`config.mk`:
```
export PLATFORM = sky130hd
export DESIGN_NAME = sfla_ram
export DESIGN_NICKNAME = d
export VERILOG_FILES = /design/src/rtl/core/sfla_ram.sv
export SDC_FILE = /design/constraint.sdc
export NUM_CORES = 1
export LEC_CHECK = 0
export ABC_AREA = 1
export BUFFER_PORTS_ARGS = -buffer_cell sky130_fd_sc_hd__buf_2
export CORE_UTILIZATION = 40
export CTS_BUF_LIST = sky130_fd_sc_hd__clkbuf_4 sky130_fd_sc_hd__clkbuf_8
export DETAILED_ROUTE_END_ITERATION = 12
export SLEW_MARGIN = 20
export SYNTH_ARGS = -nofsm -noshare
export SYNTH_HDL_FRONTEND = slang
export SYNTH_SLANG_ARGS = --single-unit
```
`constraint.sdc`:
```
create_clock -name clk -period 1.3 [get_ports clk]
set_clock_uncertainty 0.05 [all_clocks]
set_input_delay 0.065 -clock clk [delete_from_list [all_inputs] [get_ports clk]]
set_output_delay 0.065 -clock clk [all_outputs]
set_load 0.05 [all_outputs]
```
`src/rtl/core/sfla_ram.sv`:
```
module sfla_ram #(
  parameter int ADDR_W = 4,
  parameter int DATA_W = 8
) (
  input  logic              clk,
  input  logic              we,
  input  logic [ADDR_W-1:0] waddr,
  input  logic [DATA_W-1:0] wdata,
  input  logic [ADDR_W-1:0] raddr,
  output logic [DATA_W-1:0] rdata
);

  logic [DATA_W-1:0] mem [1 << ADDR_W];

  // one write port, one registered read port
  always_ff @(posedge clk) begin
    if (we) begin
      mem[waddr] <= wdata;
    end
    rdata <= mem[raddr];
  end

endmodule

```
==> qor.txt <==
Synth Area in Adders: 0%
Critical-path maximum fanout: 1
Vias in the first global route: 3706
Via/cell ratio: 4.77
Hold slack final: 0.0158 ns
Setup CP Type: reg2out
Setup violators final: 0
Antenna violations before repair: 0
Post-synth EDFFs: 128
Initial drt markers: 251
Worst Hold Class: in2reg
Root Driver: clkbuf_8
Worst R2R End: rdata[5]
WL/cell: 16.3 um
Crit path DAT: 1.10 ns
CTS Buffer Depth: 2
Post-Syn Area per Cell: 10.5 sq um
Dominant combinational cell family by area after synthesis: simple AND/OR/NAND/NOR gates
Cell taking the most area after synthesis: edfxtp_1
Max Cap Violations: 0
WP data required: 1.19 ns
Clk sink count: 136
Setup crit start kind: flop
Clk_lat worst skew: 0.43 ns
Fmax: 825 MHz
Slew headroom: 73.6%
R2r setup slk: 0.22 ns
Least-Margin Pin Slew: 0.396 ns
CTS Buf Count: 17
Pwr Density: 1370 nW/um^2
Synthesized area: 5770 sq um
Worst path slowest cell: dfxtp_1
Row Count: 43
Critical R2R Launch: mem[5][5]
Hold Violations, Final: 0
Mux share of post-synthesis cell area: 0%
Worst-path clk slew: 0.08 ns
DRC Markers: 0
Die area: 14900 sq um
Die H: 122 um
Compound-cell area share of the yosys netlist: 0%
Sum of negative setup slack: 0 ns
Hold path endpoint: mem[0][3]
Post-Syn Instances: 551
Placement Cell Area: 6220 sq um
Synth top area share: 66.7%
Max Slew Vio Count: 0
Register-to-Register Path Depth: 6
Synth top area cells: edfxtp_1, nand2_1, nand3_1
Hold depth: 1
Top cell family by delay on the critical path: flip-flops
Synth-to-Final Area Change: 15.8%
I/O Pins: 26
Outcome: complete, no violations
Drt first pass iters: 4
Setup crit start: rdata[4]
Core area: 14000 sq um
Congestion Overflow GR: 0
Vias: 3805
Post-synth top flop: edfxtp_1
Final core occ: 47.7%
Seq/Total Area, Yosys: 69.4%
WL final: 13000 um
Post-route design area: 6680 sq um
RSZ-0062 raised after global routing: no
CTS tree: done
Tot GR Track Use: 19.3%
Final Cycle Share: 93.3%
Asr flop ratio synth: 0%
Post-synthesis xor/xnor area fraction: 0%
Final ANT Viol Nets: 0
# H-tree levels: 4
FF+latch count, synth: 136
Post-DP HPWL: 8160 um
Syn Nets: 569
Largest net degree at the start of global routing: 65
Max VDD drop: 489 uV
Die width: 122 um
Worst Hold Launch: wdata[3]
Fillcell total: 1301
Critical path cell sequence: buf_2
Min Tclk post-route: 1.21 ns
Initial Util: 41.2%
GPL Wtd Cong: 0.783
Buf+Inv Stages, Crit Path: 1
I/O Buffers: 25
First-pass GRT wire length: 20700 um
Nets@finish: 622
YS warnings: 0
Most common cell in the netlist: nand2_1
Slowest cell delay on critical path: 0.38 ns
Pleak: 0.00290 uW
Setup crit end kind: output port
Synth Area in Simple Gates: 21.0%
Share of cells above drive strength 1: 13.6%
Post-synth cell types: 12
Synth cell count leaders: nand2_1, edfxtp_1, inv_1, nand3_1, nor2_1
# diodes: 0
timing repair:
| action | CTS | global route |
|---|---|---|
| endpoints found under the hold margin | 55 | 0 |
| gates resized for setup | 0 | 0 |
| hold buffers | 6 | 0 |
| buffers inserted | 0 | 0 |
metrics by stage:
stage	power [uW]	worst slack (ns)	instances
finish	9140	0.0875	797
global route	9470	0.0619	797
CTS	9210	0.0907	797
detailed placement	5760	0.107	759
global placement	5750	0.113	759
floorplan	5460	0.234	551
worst max-delay path by stage:
stage                 endpoint  slack, ns  depth (start not counted)
floorplan           mem[10][0]       0.23                          2
global placement      rdata[5]       0.11                          7
detailed placement    rdata[5]       0.11                          7
CTS                   rdata[5]       0.09                          1
global route          rdata[4]       0.06                          1
finish                rdata[4]       0.09                          1
placed cells by master (no fill, tap or decap), drive strengths merged:
cell type / instances
buf: 52
bufinv: 3
clkbuf: 18
clkinv: 8
clkinvlp: 3
dfxtp: 8
dlygate4sd3: 6
edfxtp: 128
inv: 102
nand2: 173
nand3: 97
nand3b: 2
nor2: 17
metal layers:
layer | GRT usage (%) | part of all wire [%] | wire, um | vias up
li1 | - | - | - | 1871
met1 | 26.6 | 46 | 6020 | 1799
met2 | 30.2 | 47 | 6090 | 118
met3 | 3.70 | 5.0 | 644 | 17
met4 | 7.24 | 1.8 | 229 | 0
met5 | 0 | 0 | 0 | -
cells by family (layout without fill, tap and decap cells):
group                  count (synthesis)  after routing
AND/OR/NAND/NOR                      289            289
flip-flops                           136            136
buffers and inverters                126            192
power breakdown:
| group | internal [uW] | total (uW) | switching [uW] | leakage, uW |
|---|---|---|---|---|
| clock network | 1890 | 3470 | 1580 | 0.000197 |
| registers | 4900 | 4930 | 31.8 | 0.00122 |
| logic | 214 | 736 | 522 | 0.00148 |
| total | 7000 | 9140 | 2140 | 0.00290 |
layout make-up:
type,count,area [sq um],share of cell area (%)
flip-flops and latches,136,4000,60.0
repair buffers,58,450,6.75
clock buffers,18,241,3.62
inverters,102,383,5.74
well taps,180,225,3.37
clock inverters,14,158,2.36
multi-input cells,289,1210,18.2
registers in the layout, indices dropped and copies added, names as in the netlist:
register and flops:
rdata 8, mem 128
Note: power is estimated with default switching activity, not from simulation.
