--- src/rtl/core/sfla_pkg.sv ---
package sfla_pkg;

  // fixed field widths
  localparam int ADDR_W      = 16;
  localparam int OBJ_W       = 13;
  localparam int COUNT_W     = 15;
  localparam int PAGE_CNT_W  = 5;

  // defaults for the top level parameters
  localparam int DEF_MAX_PAGES = 16;
  localparam int DEF_PAGE_SIZE = 4096;

  // object size after reset, and the smallest size that takes effect
  localparam logic [OBJ_W-1:0] OBJ_RESET = OBJ_W'(16);
  localparam logic [OBJ_W-1:0] OBJ_MIN   = OBJ_W'(4);

  // request codes
  localparam logic REQ_ALLOC = 1'b0;
  localparam logic REQ_FREE  = 1'b1;

  // result codes
  typedef enum logic [1:0] {
    STAT_OK       = 2'd0,
    STAT_NO_PAGE  = 2'd1,
    STAT_BAD_ADDR = 2'd2,
    STAT_DBL_FREE = 2'd3
  } status_t;

  // sequencer states
  typedef enum logic [3:0] {
    ST_IDLE,
    ST_CAP,
    ST_HEAD_RD,
    ST_ALLOC_CHK,
    ST_OPEN,
    ST_POP_RD,
    ST_POP_WB,
    ST_ADDR,
    ST_PG_SCAN,
    ST_IDX_DIV,
    ST_WALK_INIT,
    ST_WALK,
    ST_WALK_WAIT,
    ST_PUSH,
    ST_FINISH
  } state_t;

  // divider status toward the sequencer
  typedef struct packed {
    logic busy;
    logic done;
  } div_stat_t;

endpackage

--- src/rtl/core/sfla_div.sv ---
module sfla_div import sfla_pkg::*; #(
  parameter int W = 17
) (
  input  logic         clk,
  input  logic         rst_n,
  input  logic         start,
  input  logic [W-1:0] dividend,
  input  logic [W-1:0] divisor,
  output logic [W-1:0] quotient,
  output logic [W-1:0] remainder,
  output div_stat_t    stat
);

  localparam int CNT_W = $clog2(W + 1);

  logic [W-1:0]     rem_r;
  logic [W-1:0]     quo_r;
  logic [W-1:0]     dvs_r;
  logic [CNT_W-1:0] cnt_r;
  logic             busy_r;
  logic             done_r;
  logic [W:0]       trial;
  logic [W:0]       diff;

  // restoring division, one quotient bit per cycle
  assign trial = {rem_r, quo_r[W-1]};
  assign diff  = trial - {1'b0, dvs_r};

  always_ff @(posedge clk) begin
    if (!rst_n) begin
      busy_r <= 1'b0;
      done_r <= 1'b0;
      cnt_r  <= '0;
    end else begin
      done_r <= 1'b0;
      if (start) begin
        rem_r  <= '0;
        quo_r  <= dividend;
        dvs_r  <= divisor;
        cnt_r  <= CNT_W'(W);
        busy_r <= 1'b1;
      end else if (busy_r) begin
        if (!diff[W]) begin
          rem_r <= diff[W-1:0];
          quo_r <= {quo_r[W-2:0], 1'b1};
        end else begin
          rem_r <= trial[W-1:0];
          quo_r <= {quo_r[W-2:0], 1'b0};
        end
        cnt_r <= cnt_r - CNT_W'(1);
        if (cnt_r == CNT_W'(1)) begin
          busy_r <= 1'b0;
          done_r <= 1'b1;
        end
      end
    end
  end

  assign quotient  = quo_r;
  assign remainder = rem_r;
  assign stat      = '{busy: busy_r, done: done_r};

endmodule

--- config.mk ---
export PLATFORM = sky130hd
export DESIGN_NAME = sfla_div
export DESIGN_NICKNAME = d
export VERILOG_FILES = /design/src/rtl/core/sfla_pkg.sv /design/src/rtl/core/sfla_div.sv
export SDC_FILE = /design/constraint.sdc
export NUM_CORES = 1
export LEC_CHECK = 0
export ABC_CLOCK_PERIOD_IN_PS = 3000
export BUFFER_PORTS_ARGS = -buffer_cell sky130_fd_sc_hd__buf_2
export CELL_PAD_IN_SITES_DETAIL_PLACEMENT = 2
export CELL_PAD_IN_SITES_GLOBAL_PLACEMENT = 2
export CORE_ASPECT_RATIO = 0.7
export CORE_MARGIN = 2
export CORE_UTILIZATION = 35
export CTS_CLUSTER_SIZE = 10
export DETAILED_ROUTE_END_ITERATION = 8
export GPL_TIMING_DRIVEN = 0
export PLACE_DENSITY_LB_ADDON = 0.3
export SYNTH_ARGS = -nofsm -noshare
export SYNTH_HDL_FRONTEND = slang
export SYNTH_SLANG_ARGS = --single-unit
export TNS_END_PERCENT = 1
--- constraint.sdc ---
create_clock -name clk -period 3 [get_ports clk]
set_clock_uncertainty 0.15 [all_clocks]
set_input_delay 0.6 -clock clk [delete_from_list [all_inputs] [get_ports clk]]
set_output_delay 0.6 -clock clk [all_outputs]
set_load 0.05 [all_outputs]
==> results of run 1 <==
## layout make-up
cell class,count,share of cell area
multi-input combinational,212,0.386
clock buffer,14,0.0624
clock inverter,2,0.00227
buffer,13,0.0153
sequential,58,0.379
inverter,25,0.0213
timing repair buffer,79,0.0971
tap,128,0.0363
## Yosys cell counts, types with 4 or more instances
cell	number
sky130_fd_sc_hd__a21boi_0	4
sky130_fd_sc_hd__a21o_1	6
sky130_fd_sc_hd__a21oi_1	15
sky130_fd_sc_hd__clkbuf_1	8
sky130_fd_sc_hd__dfxtp_1	7
sky130_fd_sc_hd__edfxtp_1	51
sky130_fd_sc_hd__ha_1	19
sky130_fd_sc_hd__inv_1	25
sky130_fd_sc_hd__mux2_2	16
sky130_fd_sc_hd__mux2i_1	7
sky130_fd_sc_hd__nand2_1	22
sky130_fd_sc_hd__nand3_1	8
sky130_fd_sc_hd__nand4_1	6
sky130_fd_sc_hd__nor2_1	11
sky130_fd_sc_hd__nor2b_1	6
sky130_fd_sc_hd__nor3_1	5
sky130_fd_sc_hd__o21a_1	7
sky130_fd_sc_hd__o21ai_0	11
sky130_fd_sc_hd__o31ai_1	6
sky130_fd_sc_hd__xnor2_1	7
## worst max-delay path, delay by kind of cell, from the launching register on
family                   cells  cell delay (ns)
AND/OR/NAND/NOR              3             0.70
AO/OA/AOI/OAI                2             0.54
flip-flops                   1             0.45
adder cells (fa/ha/maj)      1             0.37
multiplexers                 1             0.32
buffers and inverters        1             0.15
## power by group through the flow
stage                     clock network [mW]  logic [mW]  registers [mW]
after CTS                               1.01       0.889            1.02
after detailed placement                   0       0.834            1.03
after global routing                    1.04       0.997            1.03
after global placement                     0       0.806            1.03
final                                  0.990       0.920            1.02
after floorplan                            0       0.470            1.17
## cell usage in the layout, fill, tap and decap left out, drive strengths merged, types with 3 or more instances in the layout
cell and instances:
nor2 11, xnor2 7, buf 84, a31o 3
nor3 6, or3 4, a21boi 4, o31ai 6
mux2 18, inv 25, xor2 3, o2111ai 3
mux2i 7, a31oi 3, edfxtp 51, nor2b 7
and4 3, nand2 22, dfxtp 7, a21oi 16
nand4 6, nand3 9, o21a 8, ha 19
o21ai 13, a21o 6, a211oi 3, clkbuf 22
## registers in the layout, summed over array words and instances (netlist names)
signal and cells:
busy_r 1, cnt_r 5, done_r 1, dvs_r 17, quotient 17, remainder 17
## kinds of logic (layout without fill, tap and decap cells)
kind of cell,count (synthesis),in the layout
buffers and inverters,38,133
xor gates and xnor gates,10,10
and+or+nand+nor,76,76
adders and majority gates,20,20
DFF,58,58
muxes,25,25
AOI/OAI and AO/OA,81,81
## per-layer routing
metal	wire (microns)	track usage	share of wire	up-vias
li1	-	-	-	1351
met1	5160	0.289	0.49	1421
met2	4940	0.328	0.47	52
met3	407	0.0465	0.038	9
met4	101	0.0496	0.0095	0
met5	0	0	0	-
## through the flow
stage | utilization | worst slack [ns]
3_3_place_gp | 0.413 | -0.0896
4_1_cts | 0.450 | 0.00813
5_1_grt | 0.455 | -0.0239
2_1_floorplan | - | -0.0475
6_report | 0.455 | 0.0544
3_5_place_dp | 0.413 | -0.198
## what timing repair did
| action | in CTS | in global routing |
|---|---|---|
| gates resized for setup | 4 | 14 |
| setup buffers | 6 | 2 |
| endpoints found under the setup margin | 7 | 15 |
| pin swaps | 2 | 1 |
## path summary, 6_finish.rpt
check | to | slack (ns)
max reg2reg | remainder[5] | 0.05
max | remainder[5] | 0.05
min | dvs_r[9] | 0.29
min reg2reg | cnt_r[3] | 0.41
==> results.json, run 1 <==
{
  "multi_input_area_sq_mm": 0.00170,
  "netlist.top_cell.by_area": "sky130_fd_sc_hd__edfxtp_1",
  "synth_fa_ha_area_frac": 0.0741,
  "global_route.usage.total": 0.207,
  "netlist_instances": 308,
  "first_global_vias": 2990,
  "timing.final.crit_share": 0.982,
  "initial_core_util": 0.359,
  "largest_family_of_logic_cells_by_synthesized_area": "compound AO/OA/AOI/OAI gates",
  "numPortBuffers": 71,
  "syn_area_per_cell_sq_um": 11.3,
  "hold_path_class": "in -> reg",
  "clkLatencyLatePin_ns": 0.33,
  "drt_pass1_iterations": 4,
  "cts_num_sinks": 58,
  "critPathCaptureType": "flip-flop",
  "cp_slowest_cell": "sky130_fd_sc_hd__edfxtp_1",
  "critical_path_peak_fanout": 7,
  "grt_antenna_before_repair": 0,
  "cts_tree": "yes",
  "whs_path_depth": 1,
  "holdBufCountCts": 0,
  "dr_total_vias": 2833,
  "ys_warn_count": 0,
  "seq_area_sq_mm": 0.00167,
  "num_rows": 30,
  "ys_ff_latch": 58,
  "p_sw_frac": 0.336,
  "synth-edff-count": 51,
  "globalRoute.totalOverflow": 0,
  "critical_path_required_ns": 2.93,
  "powerDensity_mw_per_mm2": 664,
  "timing.final.setup_violations": 0,
  "finalCriticalPeriod_ns": 2.95,
  "first_iter_violations": 164,
  "setup_repair_after_global_routing_missed_its_margin": "true",
  "finalNonFillerCells": 531,
  "number_of_clock_buffers_inserted_by_tritoncts": 9,
  "maximum_frequency_from_static_timing_analysis_ghz": 0.339,
  "filler_cell_count": 1031,
  "place_congestion": 0.780,
  "clkPwrFrac": 0.338,
  "floorplan_core_area_sq_mm": 0.00968,
  "vdd_drop_max_uv": 282,
  "worstSetupPathType": "reg -> reg",
  "syn_to_final_growth_pct": 26.7,
  "pwr-share-comb": 0.314,
  "synth_xor_xnor_area_share": 0.0252,
  "async_reset_ff_frac": 0,
  "cp-start-kind": "flip-flop",
  "antenna_cells": 0,
  "timing_worst_slew_pin_value_ns": 0.930,
  "r2r_cells": 8,
  "worst_ep_arrival_time_ns": 2.88,
  "p_int_mw": 1.94,
  "ys_top_cells_by_area": "sky130_fd_sc_hd__edfxtp_1, sky130_fd_sc_hd__ha_1, sky130_fd_sc_hd__mux2_2, sky130_fd_sc_hd__dfxtp_1, sky130_fd_sc_hd__inv_1",
  "simple_logic_cell_fraction_of_the_synthesized_area": 0.124,
  "final_hold_viol_count": 0,
  "timing.max_cap.violations": 0,
  "worstPathCellList": "ha_2, a21oi_2, nand2_2, o2111a_2, or4_4, buf_6, nand3_4, mux2_4",
  "htreeDepth": 3,
  "wirelength_microns": 10600,
  "die_height_microns": 87.4,
  "grt_first_pass_wirelength_microns": 16600,
  "clock_tree.root_cell": "sky130_fd_sc_hd__clkbuf_16",
  "nNetsFinal": 455,
  "synth.net_count": 365,
  "wire_per_inst_microns": 20.0,
  "detail_route.drc_violations": 0,
  "cts.path.max_buffers": 2,
  "postSynth.topFlopCell": "sky130_fd_sc_hd__edfxtp_1",
  "grt_max_degree": 36,
  "muxShareOfSynthArea": 0.0805,
  "register_share_of_total_power": 0.348,
  "hpwlAfterDp_microns": 7340,
  "yosysUniqueCellTypes": 54,
  "total_switching_power_mw": 0.984,
  "startpoint_of_the_worst_setup_timing_path": "remainder[3]",
  "fin_tns_setup_ns": 0,
  "hold_ws_ns": 0.289,
  "post_dp_area_sq_mm": 0.00400,
  "die-width_microns": 123,
  "synth-compound-area-share": 0.169,
  "share_of_final_layout_standard_cells_stronger_than_drive_strength_1": 0.357,
  "detail_route.vias_per_cell": 5.34,
  "yosys.area.top_type_share": 0.440,
  "syn_area_sq_mm": 0.00348,
  "timing.slew.headroom": 0.380,
  "synth_sequential_area_ratio": 0.480,
  "run_status": "finished clean",
  "dieArea_sq_mm": 0.0108,
  "cts.clk_slew.worst_paths_ns": 0.05,
  "drtAntennaViolNets": 0,
  "worstReg2RegStart": "remainder[3]",
  "finalMaxSlewViolations": 0,
  "design.portCount": 73,
  "layout.cell_area.non_filler_sq_mm": 0.00441,
  "critPathMaxStageDelay_ns": 0.45,
  "cellLeakagePower_nw": 1.87,
  "placedCellCount": 507,
  "power.total_mw": 2.93,
  "hp-start": "divisor[9]"
}
No activity file was read; power rests on OpenSTA's default activity.
==> inputs of run 2 (changes only) <==
Settings changed: ABC_AREA set to 1, CORE_UTILIZATION 35 to 32.
==> run 2 against run 1 <==
  * Critical path depth is 6 higher
  * Clock-buffer cell count shrank 2
  * Die area rose by 14%
  * Critical path type unchanged
==> results.json, run 2 <==
{
  "run_status": "finished clean",
  "powerDensity_mw_per_mm2": 657,
  "final_hold_viol_count": 0,
  "yosys.area.top_type_share": 0.420,
  "netlist.top_cell.by_area": "sky130_fd_sc_hd__edfxtp_1",
  "first_global_vias": 3787,
  "r2r_cells": 14,
  "finalNonFillerCells": 699,
  "finalMaxSlewViolations": 0,
  "nNetsFinal": 598,
  "post_dp_area_sq_mm": 0.00423,
  "startpoint_of_the_worst_setup_timing_path": "remainder[10]",
  "clkLatencyLatePin_ns": 0.34,
  "postCtsSetupRepairBufs": 0,
  "synth_sequential_area_ratio": 0.458,
  "htreeDepth": 3,
  "share_of_final_layout_standard_cells_stronger_than_drive_strength_1": 0.223,
  "worstSetupEndpoint": "remainder[4]",
  "drtAntennaViolNets": 0,
  "cts.path.max_buffers": 2,
  "worstReg2RegStart": "remainder[10]",
  "timing_worst_slew_pin_value_ns": 0.824,
  "ys_top_cells_by_area": "sky130_fd_sc_hd__edfxtp_1, sky130_fd_sc_hd__nand2_1, sky130_fd_sc_hd__inv_1, sky130_fd_sc_hd__ha_1, sky130_fd_sc_hd__nor2_1",
  "critical_path_peak_fanout": 10,
  "holdBufCountCts": 0,
  "grt_max_degree": 26,
  "clkPwrFrac": 0.361,
  "layout.cell_area.non_filler_sq_mm": 0.00455,
  "worstPathCellList": "ha_1, nand2_1, inv_2, nand2_1, nand2_1, nand2_1, nand2_1, nor2_4, nand2_4, nand2_2, buf_6, nand3_1, nand2_1, nor2_1",
  "worstSetupPathType": "reg -> reg",
  "layout.cells.most_common_list": "sky130_fd_sc_hd__nand2_1, sky130_fd_sc_hd__buf_2, sky130_fd_sc_hd__inv_1",
  "die-width_microns": 132,
  "critical_path.reg2reg.endpoint": "remainder[4]",
  "synth.net_count": 514,
  "setup.reg_to_reg.worst_slack_ns": 0.42,
  "pwr-share-comb": 0.301,
  "worst_ep_arrival_time_ns": 2.52,
  "timing.max_cap.violations": 0,
  "total_switching_power_mw": 1.07,
  "grt_first_pass_wirelength_microns": 19500,
  "p_int_mw": 1.92,
  "timing.slew.headroom": 0.450,
  "floorplan_core_area_sq_mm": 0.0111,
  "netlist_instances": 457,
  "ys_warn_count": 0,
  "post-synth-top-count-cell": "sky130_fd_sc_hd__nand2_1",
  "postSynth.topFlopCell": "sky130_fd_sc_hd__edfxtp_1",
  "hold_path_class": "in -> reg",
  "first_iter_violations": 103,
  "cp_num_cells": 14,
  "maximum_frequency_from_static_timing_analysis_ghz": 0.387,
  "detail_route.vias_per_cell": 4.71,
  "timing.final.crit_share": 0.861,
  "antenna_cells": 0,
  "cp_slowest_cell": "sky130_fd_sc_hd__edfxtp_1",
  "setup_repair_after_global_routing_missed_its_margin": "false",
  "placedCellCount": 683,
  "syn_area_per_cell_sq_um": 7.98,
  "design.portCount": 73,
  "critical_path_required_ns": 2.94,
  "resized_after_cts": 0,
  "globalRoute.totalOverflow": 0,
  "yosysUniqueCellTypes": 37,
  "cp-start-kind": "flip-flop",
  "cts.clk_slew.worst_paths_ns": 0.06,
  "drt_pass1_iterations": 4,
  "finalCriticalPeriod_ns": 2.58,
  "register_share_of_total_power": 0.338,
  "crit_path_frequent_cell": "sky130_fd_sc_hd__nand2_1",
  "cellLeakagePower_nw": 2.34,
  "global_route.usage.total": 0.205,
  "die_height_microns": 93.3,
  "mostFrequentLayoutCell": "sky130_fd_sc_hd__nand2_1",
  "critPathCaptureType": "flip-flop",
  "place_congestion": 0.795,
  "hpwlAfterDp_microns": 9100,
  "vdd_drop_max_uv": 266,
  "syn_area_sq_mm": 0.00365,
  "numPortBuffers": 72,
  "initial_core_util": 0.330,
  "synth_commonest_cells": "sky130_fd_sc_hd__nand2_1, sky130_fd_sc_hd__inv_1, sky130_fd_sc_hd__edfxtp_1",
  "clock_tree.root_cell": "sky130_fd_sc_hd__clkbuf_16",
  "syn_to_final_growth_pct": 24.7,
  "wire_per_inst_microns": 17.1,
  "number_of_clock_buffers_inserted_by_tritoncts": 9,
  "async_reset_ff_frac": 0,
  "synth-edff-count": 51,
  "critPathMaxStageDelay_ns": 0.43,
  "worst-path-buf-inv": 2,
  "wirelength_microns": 11900,
  "dr_total_vias": 3293,
  "timing.final.setup_violations": 0,
  "critPathTopFamily": "simple AND/OR/NAND/NOR gates",
  "cts_tree": "yes",
  "ys_ff_latch": 58,
  "p_sw_frac": 0.357,
  "dieArea_sq_mm": 0.0123,
  "cts_num_sinks": 58,
  "detail_route.drc_violations": 0,
  "num_rows": 32,
  "grt_antenna_before_repair": 0
}
==> run 2: cell types whose count changed after synthesis, moves of 7 or more <==
cell                      before  now
sky130_fd_sc_hd__mux2i_1       7    0
sky130_fd_sc_hd__nand2_1      22  156
sky130_fd_sc_hd__o21ai_0      11    3
sky130_fd_sc_hd__nand3_1       8   30
sky130_fd_sc_hd__nor2_2        0   11
sky130_fd_sc_hd__inv_1        25   71
sky130_fd_sc_hd__o21a_1        7    0
sky130_fd_sc_hd__mux2_2       16    0
sky130_fd_sc_hd__nor2_1       11   41
==> run 2: power by group through the flow <==
| stage | combinational [mW] | sequential (mW) | clock, mW |
|---|---|---|---|
| 2_1_floorplan | 0.507 | 1.15 | 0 |
| 4_1_cts | 0.908 | 1.01 | 1.10 |
| 6_report | 0.899 | 1.01 | 1.08 |
| 5_1_grt | 0.995 | 1.02 | 1.13 |
| 3_5_place_dp | 0.891 | 1.03 | 0 |
| 3_3_place_gp | 0.844 | 1.03 | 0 |
==> run 2: layout make-up <==
type	count	area [sq um]
multi-input cells	314	1630
well taps	153	191
inverters	75	282
flip-flops and latches	58	1670
clock buffers	12	289
plain buffers	10	72.6
clock inverters	4	30.0
fillers	1303	6500
repair buffers	73	380
==> run 2: how the worst min path moves through the flow <==
stage,from,endpoint,depth (start not counted)
after floorplan,cnt_r[4],cnt_r[4],2
after global placement,cnt_r[4],cnt_r[4],2
after detailed placement,cnt_r[4],cnt_r[4],2
after CTS,divisor[13],dvs_r[13],1
after global routing,divisor[5],dvs_r[5],1
final,divisor[2],dvs_r[2],1
==> run 2: cells by family (layout without fill, tap and decap cells) <==
logic type	count (synthesis)	in the layout	synth area share
simple gates	261	261	0.315
buf+inv	85	174	0.0971
flops	58	58	0.458
compound gates	23	23	0.0346
fa+ha+maj	20	20	0.0707
xor+xnor	10	10	0.0240
==> run 2: metrics by stage <==
step | setup TNS (ns) | worst slack [ns] | hold WS, ns | util | power, mW
after floorplan | 0 | 0.495 | 0.298 | - | 1.66
after global placement | -8.39 | -0.268 | 0.309 | 0.380 | 1.87
after detailed placement | 0 | 0.431 | 0.328 | 0.383 | 1.92
after CTS | 0 | 0.385 | 0.278 | 0.412 | 3.02
after global routing | 0 | 0.250 | 0.281 | 0.412 | 3.14
final | 0 | 0.416 | 0.287 | 0.412 | 2.99
==> run 2: metal layers <==
metal | GRT usage | routed length, microns
met4 | 0.0480 | 123
met1 | 0.270 | 5760
met2 | 0.349 | 5650
met5 | 0 | 0
met3 | 0.0444 | 396
==> run 2: worst register-to-register path, cell delays in order (launching register included) <==
cell and delay, ns:
sky130_fd_sc_hd__edfxtp_1 0.43, sky130_fd_sc_hd__ha_1 0.42, sky130_fd_sc_hd__nand2_1 0.15, sky130_fd_sc_hd__inv_2 0.05
sky130_fd_sc_hd__nand2_1 0.07, sky130_fd_sc_hd__nand2_1 0.07, sky130_fd_sc_hd__nand2_1 0.10, sky130_fd_sc_hd__nand2_1 0.09
sky130_fd_sc_hd__nor2_4 0.19, sky130_fd_sc_hd__nand2_4 0.09, sky130_fd_sc_hd__nand2_2 0.09, sky130_fd_sc_hd__buf_6 0.18
sky130_fd_sc_hd__nand3_1 0.11, sky130_fd_sc_hd__nand2_1 0.10, sky130_fd_sc_hd__nor2_1 0.06
